===== src/rtl/scdet_pkg.sv =====
// shared types, constants and helpers of the serial command and reading detector
`default_nettype none

package scdet_pkg;

  localparam int WINDOW_LEN       = 10;
  localparam int NUM_COMMANDS_DEF = 3;
  localparam int BYTE_W           = 8;
  localparam int CMD_W            = 16;
  localparam int CMD_IDX_W        = 2;
  localparam int CFG_IDX_W        = 2;

  // register indexes of the configuration port
  localparam logic [CFG_IDX_W-1:0] REG_CMD_A = 2'd0;
  localparam logic [CFG_IDX_W-1:0] REG_CMD_B = 2'd1;
  localparam logic [CFG_IDX_W-1:0] REG_CMD_C = 2'd2;

  // reset command words, older character in the high byte
  localparam logic [CMD_W-1:0] CMD_A_RESET = 16'h4378;  // "Cx"
  localparam logic [CMD_W-1:0] CMD_B_RESET = 16'h4F6B;  // "Ok"
  localparam logic [CMD_W-1:0] CMD_C_RESET = 16'h4274;  // "Bt"

  localparam logic [BYTE_W-1:0] CHAR_PLUS  = 8'h2B;
  localparam logic [BYTE_W-1:0] CHAR_MINUS = 8'h2D;
  localparam logic [BYTE_W-1:0] CHAR_DOT   = 8'h2E;

  // byte positions of a reading frame in the window (0 is oldest)
  localparam int POS_SIGN      = 2;
  localparam int POS_TEMP_TENS = 3;
  localparam int POS_TEMP_UNIT = 4;
  localparam int POS_DOT       = 5;
  localparam int POS_TEMP_FRAC = 6;
  localparam int POS_HUM_TENS  = 7;
  localparam int POS_HUM_UNIT  = 8;

  localparam logic EVT_COMMAND = 1'b0;
  localparam logic EVT_READING = 1'b1;

  typedef logic [WINDOW_LEN-1:0][BYTE_W-1:0] win_t;

  typedef struct packed {
    logic                 hit;
    logic                 event_kind;
    logic [CMD_IDX_W-1:0] command_index;
    logic [BYTE_W-1:0]    sign_char;
    logic [BYTE_W-1:0]    temp_tens_char;
    logic [BYTE_W-1:0]    temp_units_char;
    logic [BYTE_W-1:0]    temp_tenths_char;
    logic [BYTE_W-1:0]    humidity_tens_char;
    logic [BYTE_W-1:0]    humidity_units_char;
  } match_t;

  function automatic logic [CMD_W-1:0] cmd_reset(input logic [CFG_IDX_W-1:0] idx);
    logic [CMD_W-1:0] word;
    unique case (idx)
      REG_CMD_A: word = CMD_A_RESET;
      REG_CMD_B: word = CMD_B_RESET;
      REG_CMD_C: word = CMD_C_RESET;
      default:   word = '0;
    endcase
    return word;
  endfunction

endpackage

`default_nettype wire


===== src/rtl/serial_command_and_reading_detector.sv =====
// top level of the serial command and reading detector
`default_nettype none

// Serial command and reading detector. Each input beat carries one received
// byte, which is shifted into a ten-byte window (reset to zeros, newest byte
// at the top). The window is then checked in priority order: command 0 at
// the two oldest bytes, then a reading frame (sign '+' or '-' at byte 2,
// '.' at byte 5, XOR of bytes 2..9 zero), then the first command, in command
// order, that matches at any offset. A hit sends one output beat (command
// index, or the six reading characters) and clears the window; bytes that
// hit nothing send no beat. Timing: a byte is held in the input register
// while the window update and all compares run, and a hit is registered in
// the output register when the byte moves on. One byte is taken per cycle
// as long as the output register is empty or being drained; while a result
// waits on out_ready, one more byte is still taken and then held in the
// input register. Command words are to be written through the cfg port
// only while idle; the block itself does not enforce this. Writes to an
// index past the last command are dropped.
module serial_command_and_reading_detector #(
  parameter int NUM_COMMANDS = scdet_pkg::NUM_COMMANDS_DEF
) (
  input  wire logic                                clk,
  input  wire logic                                rst_n,
  // input beats
  input  wire logic                                in_valid,
  output logic                                     in_ready,
  input  wire logic [scdet_pkg::BYTE_W-1:0]        in_rx_byte,
  // result beats
  output logic                                     out_valid,
  input  wire logic                                out_ready,
  output logic                                     out_event_kind,
  output logic [scdet_pkg::CMD_IDX_W-1:0]          out_command_index,
  output logic [scdet_pkg::BYTE_W-1:0]             out_sign_char,
  output logic [scdet_pkg::BYTE_W-1:0]             out_temp_tens_char,
  output logic [scdet_pkg::BYTE_W-1:0]             out_temp_units_char,
  output logic [scdet_pkg::BYTE_W-1:0]             out_temp_tenths_char,
  output logic [scdet_pkg::BYTE_W-1:0]             out_humidity_tens_char,
  output logic [scdet_pkg::BYTE_W-1:0]             out_humidity_units_char,
  // configuration writes
  input  wire logic                                cfg_wr_en,
  input  wire logic [scdet_pkg::CFG_IDX_W-1:0]     cfg_index,
  input  wire logic [scdet_pkg::CMD_W-1:0]         cfg_wdata
);

  // input register
  logic                            in_valid_r;
  logic                            in_valid_nxt;
  logic [scdet_pkg::BYTE_W-1:0]    in_byte_r;

  // window state and command words
  scdet_pkg::win_t                 window_r;
  scdet_pkg::win_t                 window_nxt;
  scdet_pkg::win_t                 win_shift;
  logic [NUM_COMMANDS-1:0][scdet_pkg::CMD_W-1:0] cmd_r;

  // output register
  logic                            out_valid_r;
  logic                            out_valid_nxt;
  scdet_pkg::match_t               result;
  scdet_pkg::match_t               out_data_r;

  logic                            advance;
  logic                            in_fire;

  // byte in the input register moves on when the output register can take a hit
  assign advance  = in_valid_r && (!out_valid_r || out_ready);
  assign in_ready = !in_valid_r || advance;
  assign in_fire  = in_valid && in_ready;

  scdet_match #(
    .NUM_COMMANDS (NUM_COMMANDS)
  ) u_match (
    .win       (window_r),
    .rx_byte   (in_byte_r),
    .cmd_words (cmd_r),
    .win_shift (win_shift),
    .result    (result)
  );

  always_comb begin
    in_valid_nxt = in_fire ? 1'b1 : (advance ? 1'b0 : in_valid_r);
  end

  // a hit wipes the window, otherwise it keeps the shifted bytes
  always_comb begin
    window_nxt = window_r;
    if (advance) begin
      window_nxt = result.hit ? '0 : win_shift;
    end
  end

  always_comb begin
    out_valid_nxt = out_valid_r;
    if (advance && result.hit) begin
      out_valid_nxt = 1'b1;
    end else if (out_ready) begin
      out_valid_nxt = 1'b0;
    end
  end

  always_ff @(posedge clk) begin
    if (!rst_n) begin
      in_valid_r  <= 1'b0;
      out_valid_r <= 1'b0;
      window_r    <= '0;
    end else begin
      in_valid_r  <= in_valid_nxt;
      out_valid_r <= out_valid_nxt;
      window_r    <= window_nxt;
    end
  end

  // command word registers
  always_ff @(posedge clk) begin
    if (!rst_n) begin
      for (int k = 0; k < NUM_COMMANDS; k++) begin
        cmd_r[k] <= scdet_pkg::cmd_reset(scdet_pkg::CFG_IDX_W'(k));
      end
    end else if (cfg_wr_en) begin
      for (int k = 0; k < NUM_COMMANDS; k++) begin
        if (cfg_index == scdet_pkg::CFG_IDX_W'(k)) begin
          cmd_r[k] <= cfg_wdata;
        end
      end
    end
  end

  // payload registers
  always_ff @(posedge clk) begin
    if (in_fire) begin
      in_byte_r <= in_rx_byte;
    end
    if (advance && result.hit) begin
      out_data_r <= result;
    end
  end

  assign out_valid               = out_valid_r;
  assign out_event_kind          = out_data_r.event_kind;
  assign out_command_index       = out_data_r.command_index;
  assign out_sign_char           = out_data_r.sign_char;
  assign out_temp_tens_char      = out_data_r.temp_tens_char;
  assign out_temp_units_char     = out_data_r.temp_units_char;
  assign out_temp_tenths_char    = out_data_r.temp_tenths_char;
  assign out_humidity_tens_char  = out_data_r.humidity_tens_char;
  assign out_humidity_units_char = out_data_r.humidity_units_char;

endmodule

`default_nettype wire


===== src/rtl/scdet_match.sv =====
// window shift and prioritized command / reading frame detection
`default_nettype none

module scdet_match #(
  parameter int NUM_COMMANDS = scdet_pkg::NUM_COMMANDS_DEF
) (
  input  wire scdet_pkg::win_t                           win,
  input  wire logic [scdet_pkg::BYTE_W-1:0]              rx_byte,
  input  wire logic [NUM_COMMANDS-1:0][scdet_pkg::CMD_W-1:0] cmd_words,
  output scdet_pkg::win_t                                win_shift,
  output scdet_pkg::match_t                              result
);

  logic [NUM_COMMANDS-1:0]   cmd_any;
  logic                      cmd0_at_zero;
  logic                      frame_ok;
  logic [scdet_pkg::BYTE_W-1:0] xor_sum;
  logic                      scan_hit;
  logic [scdet_pkg::CMD_IDX_W-1:0] scan_idx;

  // shift: oldest byte drops out, new byte enters at the top
  always_comb begin
    for (int i = 0; i < scdet_pkg::WINDOW_LEN - 1; i++) begin
      win_shift[i] = win[i+1];
    end
    win_shift[scdet_pkg::WINDOW_LEN-1] = rx_byte;
  end

  // every command against every offset, in parallel
  always_comb begin
    for (int k = 0; k < NUM_COMMANDS; k++) begin
      cmd_any[k] = 1'b0;
      for (int m = 0; m < scdet_pkg::WINDOW_LEN - 1; m++) begin
        if (win_shift[m] == cmd_words[k][15:8] && win_shift[m+1] == cmd_words[k][7:0]) begin
          cmd_any[k] = 1'b1;
        end
      end
    end
    scan_hit = |cmd_any;
    scan_idx = '0;
    for (int k = NUM_COMMANDS - 1; k >= 0; k--) begin
      if (cmd_any[k]) begin
        scan_idx = scdet_pkg::CMD_IDX_W'(k);
      end
    end
  end

  assign cmd0_at_zero = (win_shift[0] == cmd_words[0][15:8]) &&
                        (win_shift[1] == cmd_words[0][7:0]);

  always_comb begin
    xor_sum = '0;
    for (int i = scdet_pkg::POS_SIGN; i < scdet_pkg::WINDOW_LEN; i++) begin
      xor_sum = xor_sum ^ win_shift[i];
    end
  end

  assign frame_ok = (win_shift[scdet_pkg::POS_SIGN] == scdet_pkg::CHAR_PLUS ||
                     win_shift[scdet_pkg::POS_SIGN] == scdet_pkg::CHAR_MINUS) &&
                    (win_shift[scdet_pkg::POS_DOT] == scdet_pkg::CHAR_DOT) &&
                    (xor_sum == '0);

  always_comb begin
    result = '0;
    priority if (cmd0_at_zero) begin
      result.hit        = 1'b1;
      result.event_kind = scdet_pkg::EVT_COMMAND;
    end else if (frame_ok) begin
      result.hit                 = 1'b1;
      result.event_kind          = scdet_pkg::EVT_READING;
      result.sign_char           = win_shift[scdet_pkg::POS_SIGN];
      result.temp_tens_char      = win_shift[scdet_pkg::POS_TEMP_TENS];
      result.temp_units_char     = win_shift[scdet_pkg::POS_TEMP_UNIT];
      result.temp_tenths_char    = win_shift[scdet_pkg::POS_TEMP_FRAC];
      result.humidity_tens_char  = win_shift[scdet_pkg::POS_HUM_TENS];
      result.humidity_units_char = win_shift[scdet_pkg::POS_HUM_UNIT];
    end else if (scan_hit) begin
      result.hit           = 1'b1;
      result.event_kind    = scdet_pkg::EVT_COMMAND;
      result.command_index = scan_idx;
    end else begin
      result.hit = 1'b0;
    end
  end

endmodule

`default_nettype wire


===== config.mk =====
export PLATFORM = sky130hd
export DESIGN_NAME = serial_command_and_reading_detector
export DESIGN_NICKNAME = d
export VERILOG_FILES = /design/src/rtl/scdet_pkg.sv /design/src/rtl/serial_command_and_reading_detector.sv /design/src/rtl/scdet_match.sv
export SDC_FILE = /design/constraint.sdc
export NUM_CORES = 1
export LEC_CHECK = 0
export BUFFER_PORTS_ARGS = -buffer_cell sky130_fd_sc_hd__buf_4
export CORE_UTILIZATION = 40
export CTS_CLUSTER_DIAMETER = 30
export CTS_CLUSTER_SIZE = 28
export DETAILED_ROUTE_END_ITERATION = 10
export SETUP_SLACK_MARGIN = 0.02
export SKIP_LAST_GASP = 1
export SYNTH_ARGS = -nofsm -noshare
export SYNTH_HDL_FRONTEND = slang
export SYNTH_SLANG_ARGS = --single-unit

===== constraint.sdc =====
create_clock -name clk -period 6 [get_ports clk]
set_clock_uncertainty 0.05 [all_clocks]
set_input_delay 0.3 -clock clk [delete_from_list [all_inputs] [get_ports clk]]
set_output_delay 0.3 -clock clk [all_outputs]
set_load 0.05 [all_outputs]

Word level (Yosys, flattened, before mapping). Cells that the tools add are included.

Memories: 0. Word-level logic and storage cells: 177. Latch bits: 0. Output and inout port bits: 53. RAM bits: 0. Input bits: 31. Bits in registers: 181. ROM bits: 0.

Multiplexer cells: 37. Add/sub/neg operators: 0. Bitwise operators: 9. Magnitude comparators: 0. Equality and inequality tests: 59. Div/mod/pow operators: 0. Multiply operators: 0. Reduce and logical (&&, ||, !) cells: 48. Shift-type cells: 0.

Operator list (number): 8-bit equality test (54); 80-bit 2-to-1 mux (1); 8-bit bitwise XOR (7); 1-bit logical AND (32); 1-bit 2-to-1 mux (32); 8-bit by 6-bit equality test with 1-bit output (second input constant) (3); 8-bit zero test (1); 2-bit 2-to-1 mux (4); 2-bit AND reduction (3); 5-bit OR reduction (1); 2-bit nonzero test (2); 4-bit OR reduction (1); 1-bit logical OR (3); 3-bit OR reduction (1); 2-bit by 1-bit equality test with 1-bit output (second input constant) (1); 2-bit equality test (second input constant) (1); 1-bit zero test (2); 2-bit zero test (1); 1-bit NOT (2); 2-bit OR reduction (1).

Logic depth before layout (Yosys ltp).
Depth after elaboration: 17. Depth in mapped cells: 9. Mapped depth without buffers: 7.

Modules after synthesis. A second synthesis with hierarchy kept.

Cells, all modules: 1512. Area total of the unflattened synthesis: 14036.0 um2.

By module, submodules not included: serial_command_and_reading_detector (area each 7134.3 um2, cells an instance 620, times used 1, seq. area each 4374.2 um2); scdet_match (area each 6901.6 um2, cells an instance 892, times used 1, seq. area each 0.0 um2).

Worst setup path before layout. OpenSTA, ideal clock, no wires.

Path kind: flip-flop to flip-flop. From: reg window_r[31] (netlist bit). To: reg out_data_r (netlist bit out_command_index[0]) (enable). Arrival: 3.016 ns. Period minus slack after synthesis: 3.480 ns. Data required time: 5.536 ns. Cell stages (with the launch flop): 9. Buffers on the path: 1. Library setup time: 0.414 ns. Setup slack: 2.520 ns. Cells stage by stage: dfxtp_1 > buf_2 > inv_1 > nand4_1 > or4_1 > nor4_1 > nand3_1 > nand4_4 > and3_1.

Cells in the longest elaborated chain, start to end: 15. Elaborated cells on any way between the ends: 54. Those cells by class: 8 x eq/ne; 27 x mux; 7 x bitwise; 12 x reduce/logical.

Ends and longest elaborated chain: start: declaration (line serial_command_and_reading_detector.sv:51) `scdet_pkg::win_t window_r;`; start signal: assignment (line serial_command_and_reading_detector.sv:109) `window_r <= window_nxt;`; 8-bit equality test (line scdet_match.sv:34) `if (win_shift[m] == cmd_words[k][15:8] && win_shift[m+1] == cmd_words[k][7:0]) begin`; 1-bit logical AND (line scdet_match.sv:34); 1-bit 2-to-1 mux (8 in series) (line scdet_match.sv:34); 3-bit OR reduction (line scdet_match.sv:39) `scan_hit = |cmd_any;`; 1-bit 2-to-1 mux (line scdet_match.sv:77) `end else if (scan_hit) begin`; 2-bit 2-to-1 mux * (line scdet_match.sv:68) `end else if (frame_ok) begin`; 2-bit 2-to-1 mux * (line scdet_match.sv:65) `priority if (cmd0_at_zero) begin`; 1-bit logical AND * (line serial_command_and_reading_detector.sv:133) `if (advance && result.hit) begin`; end signal: assignment (line serial_command_and_reading_detector.sv:134) `out_data_r <= result;`; end: declaration (line serial_command_and_reading_detector.sv:60) `scdet_pkg::match_t out_data_r;`.

Mark *: on every way between the ends. The rest lies on a longest branch, timed or not. A chain may end at the register's enable or synchronous reset.

Worst setup path after layout.
From: reg cmd_r[15] (netlist bit). To: reg out_data_r (netlist bit out_temp_units_char[5]) (enable).

Cells in the longest elaborated chain, start to end: 16. Elaborated cells on any way between the ends: 32. Those cells by class: 9 x eq/ne; 12 x mux; 11 x reduce/logical.

Ends and longest elaborated chain: start: declaration (line serial_command_and_reading_detector.sv:54) `logic [NUM_COMMANDS-1:0][scdet_pkg::CMD_W-1:0] cmd_r;`; start signal: indexed assignment (line serial_command_and_reading_detector.sv:117) `cmd_r[k] <= scdet_pkg::cmd_reset(scdet_pkg::CFG_IDX_W'(k));`; start signal: indexed assignment (line serial_command_and_reading_detector.sv:122) `cmd_r[k] <= cfg_wdata;`; 8-bit equality test (line scdet_match.sv:34, scdet_match.sv:48); 1-bit logical AND (line scdet_match.sv:34, scdet_match.sv:48); 1-bit 2-to-1 mux (9 in series) (line scdet_match.sv:34); 3-bit OR reduction (line scdet_match.sv:39); 1-bit 2-to-1 mux (line scdet_match.sv:77); 2-bit 2-to-1 mux (line scdet_match.sv:68); 2-bit 2-to-1 mux * (line scdet_match.sv:65); 1-bit logical AND * (line serial_command_and_reading_detector.sv:133).

Marks and branches as above.

==> flow_metrics.py <==
metrics = {
    "hold_path": {
        "hp-class": "input port to register",
    },
    "grt": {
        "busiest_layer": "met2",
        "global_route.usage.met3": 0.0622,
        "gr-usage-met1": 0.397,
        "grt_pass1_vias": 10000,
        "grt_pass1_wl_um": 71700,
        "antenna_found_initial": 0,
        "grtUsageTotal": 0.307,
        "use_met2": 0.466,
        "overflow": 0,
        "grt_max_degree": 73,
    },
    "routing": {
        "drt_pre_antenna_iters": 5,
        "via_per_inst": 5.78,
        "antenna_left": 0,
        "drt_wl_total_um": 49000,
        "drt-initial-drc-count": 1257,
        "drc": 0,
        "wl_per_cell_um": 27.3,
        "vias": 10400,
    },
    "run_status": {
        "status": "complete, no violations",
    },
    "cts": {
        "cts-root-buf": "clkbuf_16",
        "clock_path_buffers": 2,
        "cts-htree-levels": 4,
        "cts_made_buffers": 17,
        "post-cts-setup-buffers": 0,
        "insertion_delay_ns": 0.46,
        "cts_tree": "yes",
        "cts_sinks": 181,
        "clk_pin_slew_ns": 0.08,
    },
    "critical_path": {
        "critPathMaxStageDelay_ns": 1.03,
        "slowest_stage": "and3_2",
        "critPathCaptureType": "register",
        "crit_chain": "xor2_1, nor4_1, nand4_1, nand4_1, nor4_4, nand4_4, and3_2",
        "crit_top_cell": "nand4_1",
        "crit_required_ns": 6.03,
        "crit_type": "register to register",
        "regToRegSetupSlack_ns": 1.49,
        "arrival_ns": 4.54,
        "crit_path_start_kind": "register",
        "crit_buf_inv": 0,
        "crit_fanout": 51,
        "critical_path.top_delay_family": "simple AND/OR/NAND/NOR gates",
    },
    "timing": {
        "fin_setup_tns_ns": 0,
        "finalHoldViolCount": 0,
        "fin_crit_sh": 0.751,
        "maxSlewHeadroom": 0.218,
        "worst_pin_slew_ns": 1.17,
        "period_minus_slack_ns": 4.51,
        "setup_violations": 0,
        "whs_ns": 0.0138,
        "slew_violations": 0,
        "fmax_mhz": 222,
        "rsz0062_at_grt": "false",
    },
    "floorplan": {
        "core_um2": 31500,
        "rows": 65,
        "die_y_um": 181,
        "initial_core_util": 0.406,
        "ios": 84,
        "dieArea_um2": 32600,
        "fp.dieW_um": 181,
    },
    "synthesis": {
        "yosysSeqAreaShare": 0.330,
        "yosysMostFrequentCell": "xor2_1",
        "async_reset_ff_frac": 0,
        "synth.top_cells.by_count": "296 x xor2_1, 193 x xnor2_1, 173 x nand2_1",
        "synth_edf_count": 59,
        "ys_warn_count": 0,
        "synth_seq_cells": 181,
        "yosys.area.top_type_share": 0.203,
        "syn_avg_cell_area_um2": 8.99,
        "synth-main-ff-cell": "dfxtp_1",
        "syn_area_um2": 12800,
        "synth_top_area_cell": "xor2_1",
        "synthTopCellsByArea": "xor2_1 20%, dfxtp_1 19%, edfxtp_1 14%",
        "synth_cell_type_count": 34,
        "synth_cells": 1421,
    },
    "pwr": {
        "leakage_nw": 5.33,
        "power.total_mw": 2.78,
        "peakVddDrop_mv": 0.249,
        "powerDensity_nw_per_um2": 200,
    },
    "layout": {
        "final_nets": 1409,
        "syn_to_final_growth_pct": 8.66,
        "nFillCells": 3060,
        "diodes": 0,
        "stdcell_area_um2": 13900,
        "drive_above_1_share": 0.149,
    },
    "place": {
        "gp_congestion": 1.13,
        "portBuffers": 83,
        "post-dp-hpwl_um": 32900,
        "place_area_um2": 13200,
    },
    "flow_run": {
        "maxCapViolCount": 0,
    },
}
## worst min-delay path: stages
cell and delay (ns):
buf_4 0.08, a21oi_1 0.03, nor2b_1 0.08
## power by group
part	internal (mW)	total, mW	switching [mW]
Clock	0.563	1.13	0.563
Combinational	0.124	0.249	0.126
Sequential	1.28	1.40	0.123
Total	1.96	2.78	0.811
## logic make-up after synthesis
group	Yosys count	share of synthesized area
flip-flops	181	0.330
other	1	0.000294
buffers and inverters	238	0.0846
AO/OA/AOI/OAI	100	0.0863
AND/OR/NAND/NOR	412	0.163
XOR/XNOR	489	0.335
## placed cells by master, fill, tap and decap left out, drive strengths merged, types with 2 or more instances in the layout
cell type / Yosys / routed
a21boi: 26 / 26
buf: 119 / 94
clkbuf: 47 / 19
clkinv: 0 / 5
clkinvlp: 0 / 3
conb: 1 / 3
dfxtp: 122 / 122
dlygate4sd3: 0 / 8
edfxtp: 59 / 59
inv: 72 / 77
nand2: 173 / 173
nand3: 30 / 30
nand4: 59 / 59
nor2: 7 / 7
nor2b: 2 / 2
nor3: 43 / 43
nor4: 88 / 88
o31ai: 72 / 72
xnor2: 193 / 193
xor2: 296 / 296
## layer usage
layer  wire length, µm  share of wire  vias to the layer above
met2             21600           0.44                      533
met4              3160          0.064                        0
met3              3920          0.080                      170
li1                  -              -                     4585
met5                 0              0                        -
met1             20400           0.42                     5070
## area by class of cell
class	count	area, µm²	share of cell area
sequential	181	4210	0.304
inverter	72	270	0.0195
clock buffer	19	443	0.0319
tap	402	503	0.0362
multi-input combinational	1004	7520	0.542
clock inverter	13	140	0.0101
timing repair buffer	102	786	0.0566
## flip-flops by register name, indices dropped and copies added, names as in the netlist
name and flops:
out_event_kind 1, out_temp_tenths_char 8, window_r 72, out_sign_char 8, out_command_index 2, out_temp_units_char 8, out_humidity_tens_char 8, in_valid_r 1
cmd_r 48, out_valid 1, in_byte_r 8, out_temp_tens_char 8, out_humidity_units_char 8
## stage by stage
step	instances	utilization	setup WS, ns
2_1_floorplan	1423	-	2.52
3_3_place_gp	1753	0.420	1.57
3_5_place_dp	1753	0.420	1.54
4_1_cts	1793	0.441	1.51
5_1_grt	1793	0.441	1.33
6_report	1793	0.441	1.49
## what timing repair did
item | CTS | global route
resized for setup | 0 | 0
endpoints found under the hold margin | 8 | 0
setup endpoints to repair | 0 | 0
hold buffers | 8 | 0
## worst paths after layout
kind              cells after the start         start                      to
setup / recovery                      7     cmd_r[15]  out_temp_units_char[5]
hold / removal                        3      in_valid              in_valid_r
setup reg to reg                      7     cmd_r[15]  out_temp_units_char[5]
hold reg to reg                       2  window_r[15]            window_r[15]
No activity file was read; power rests on OpenSTA's default activity.
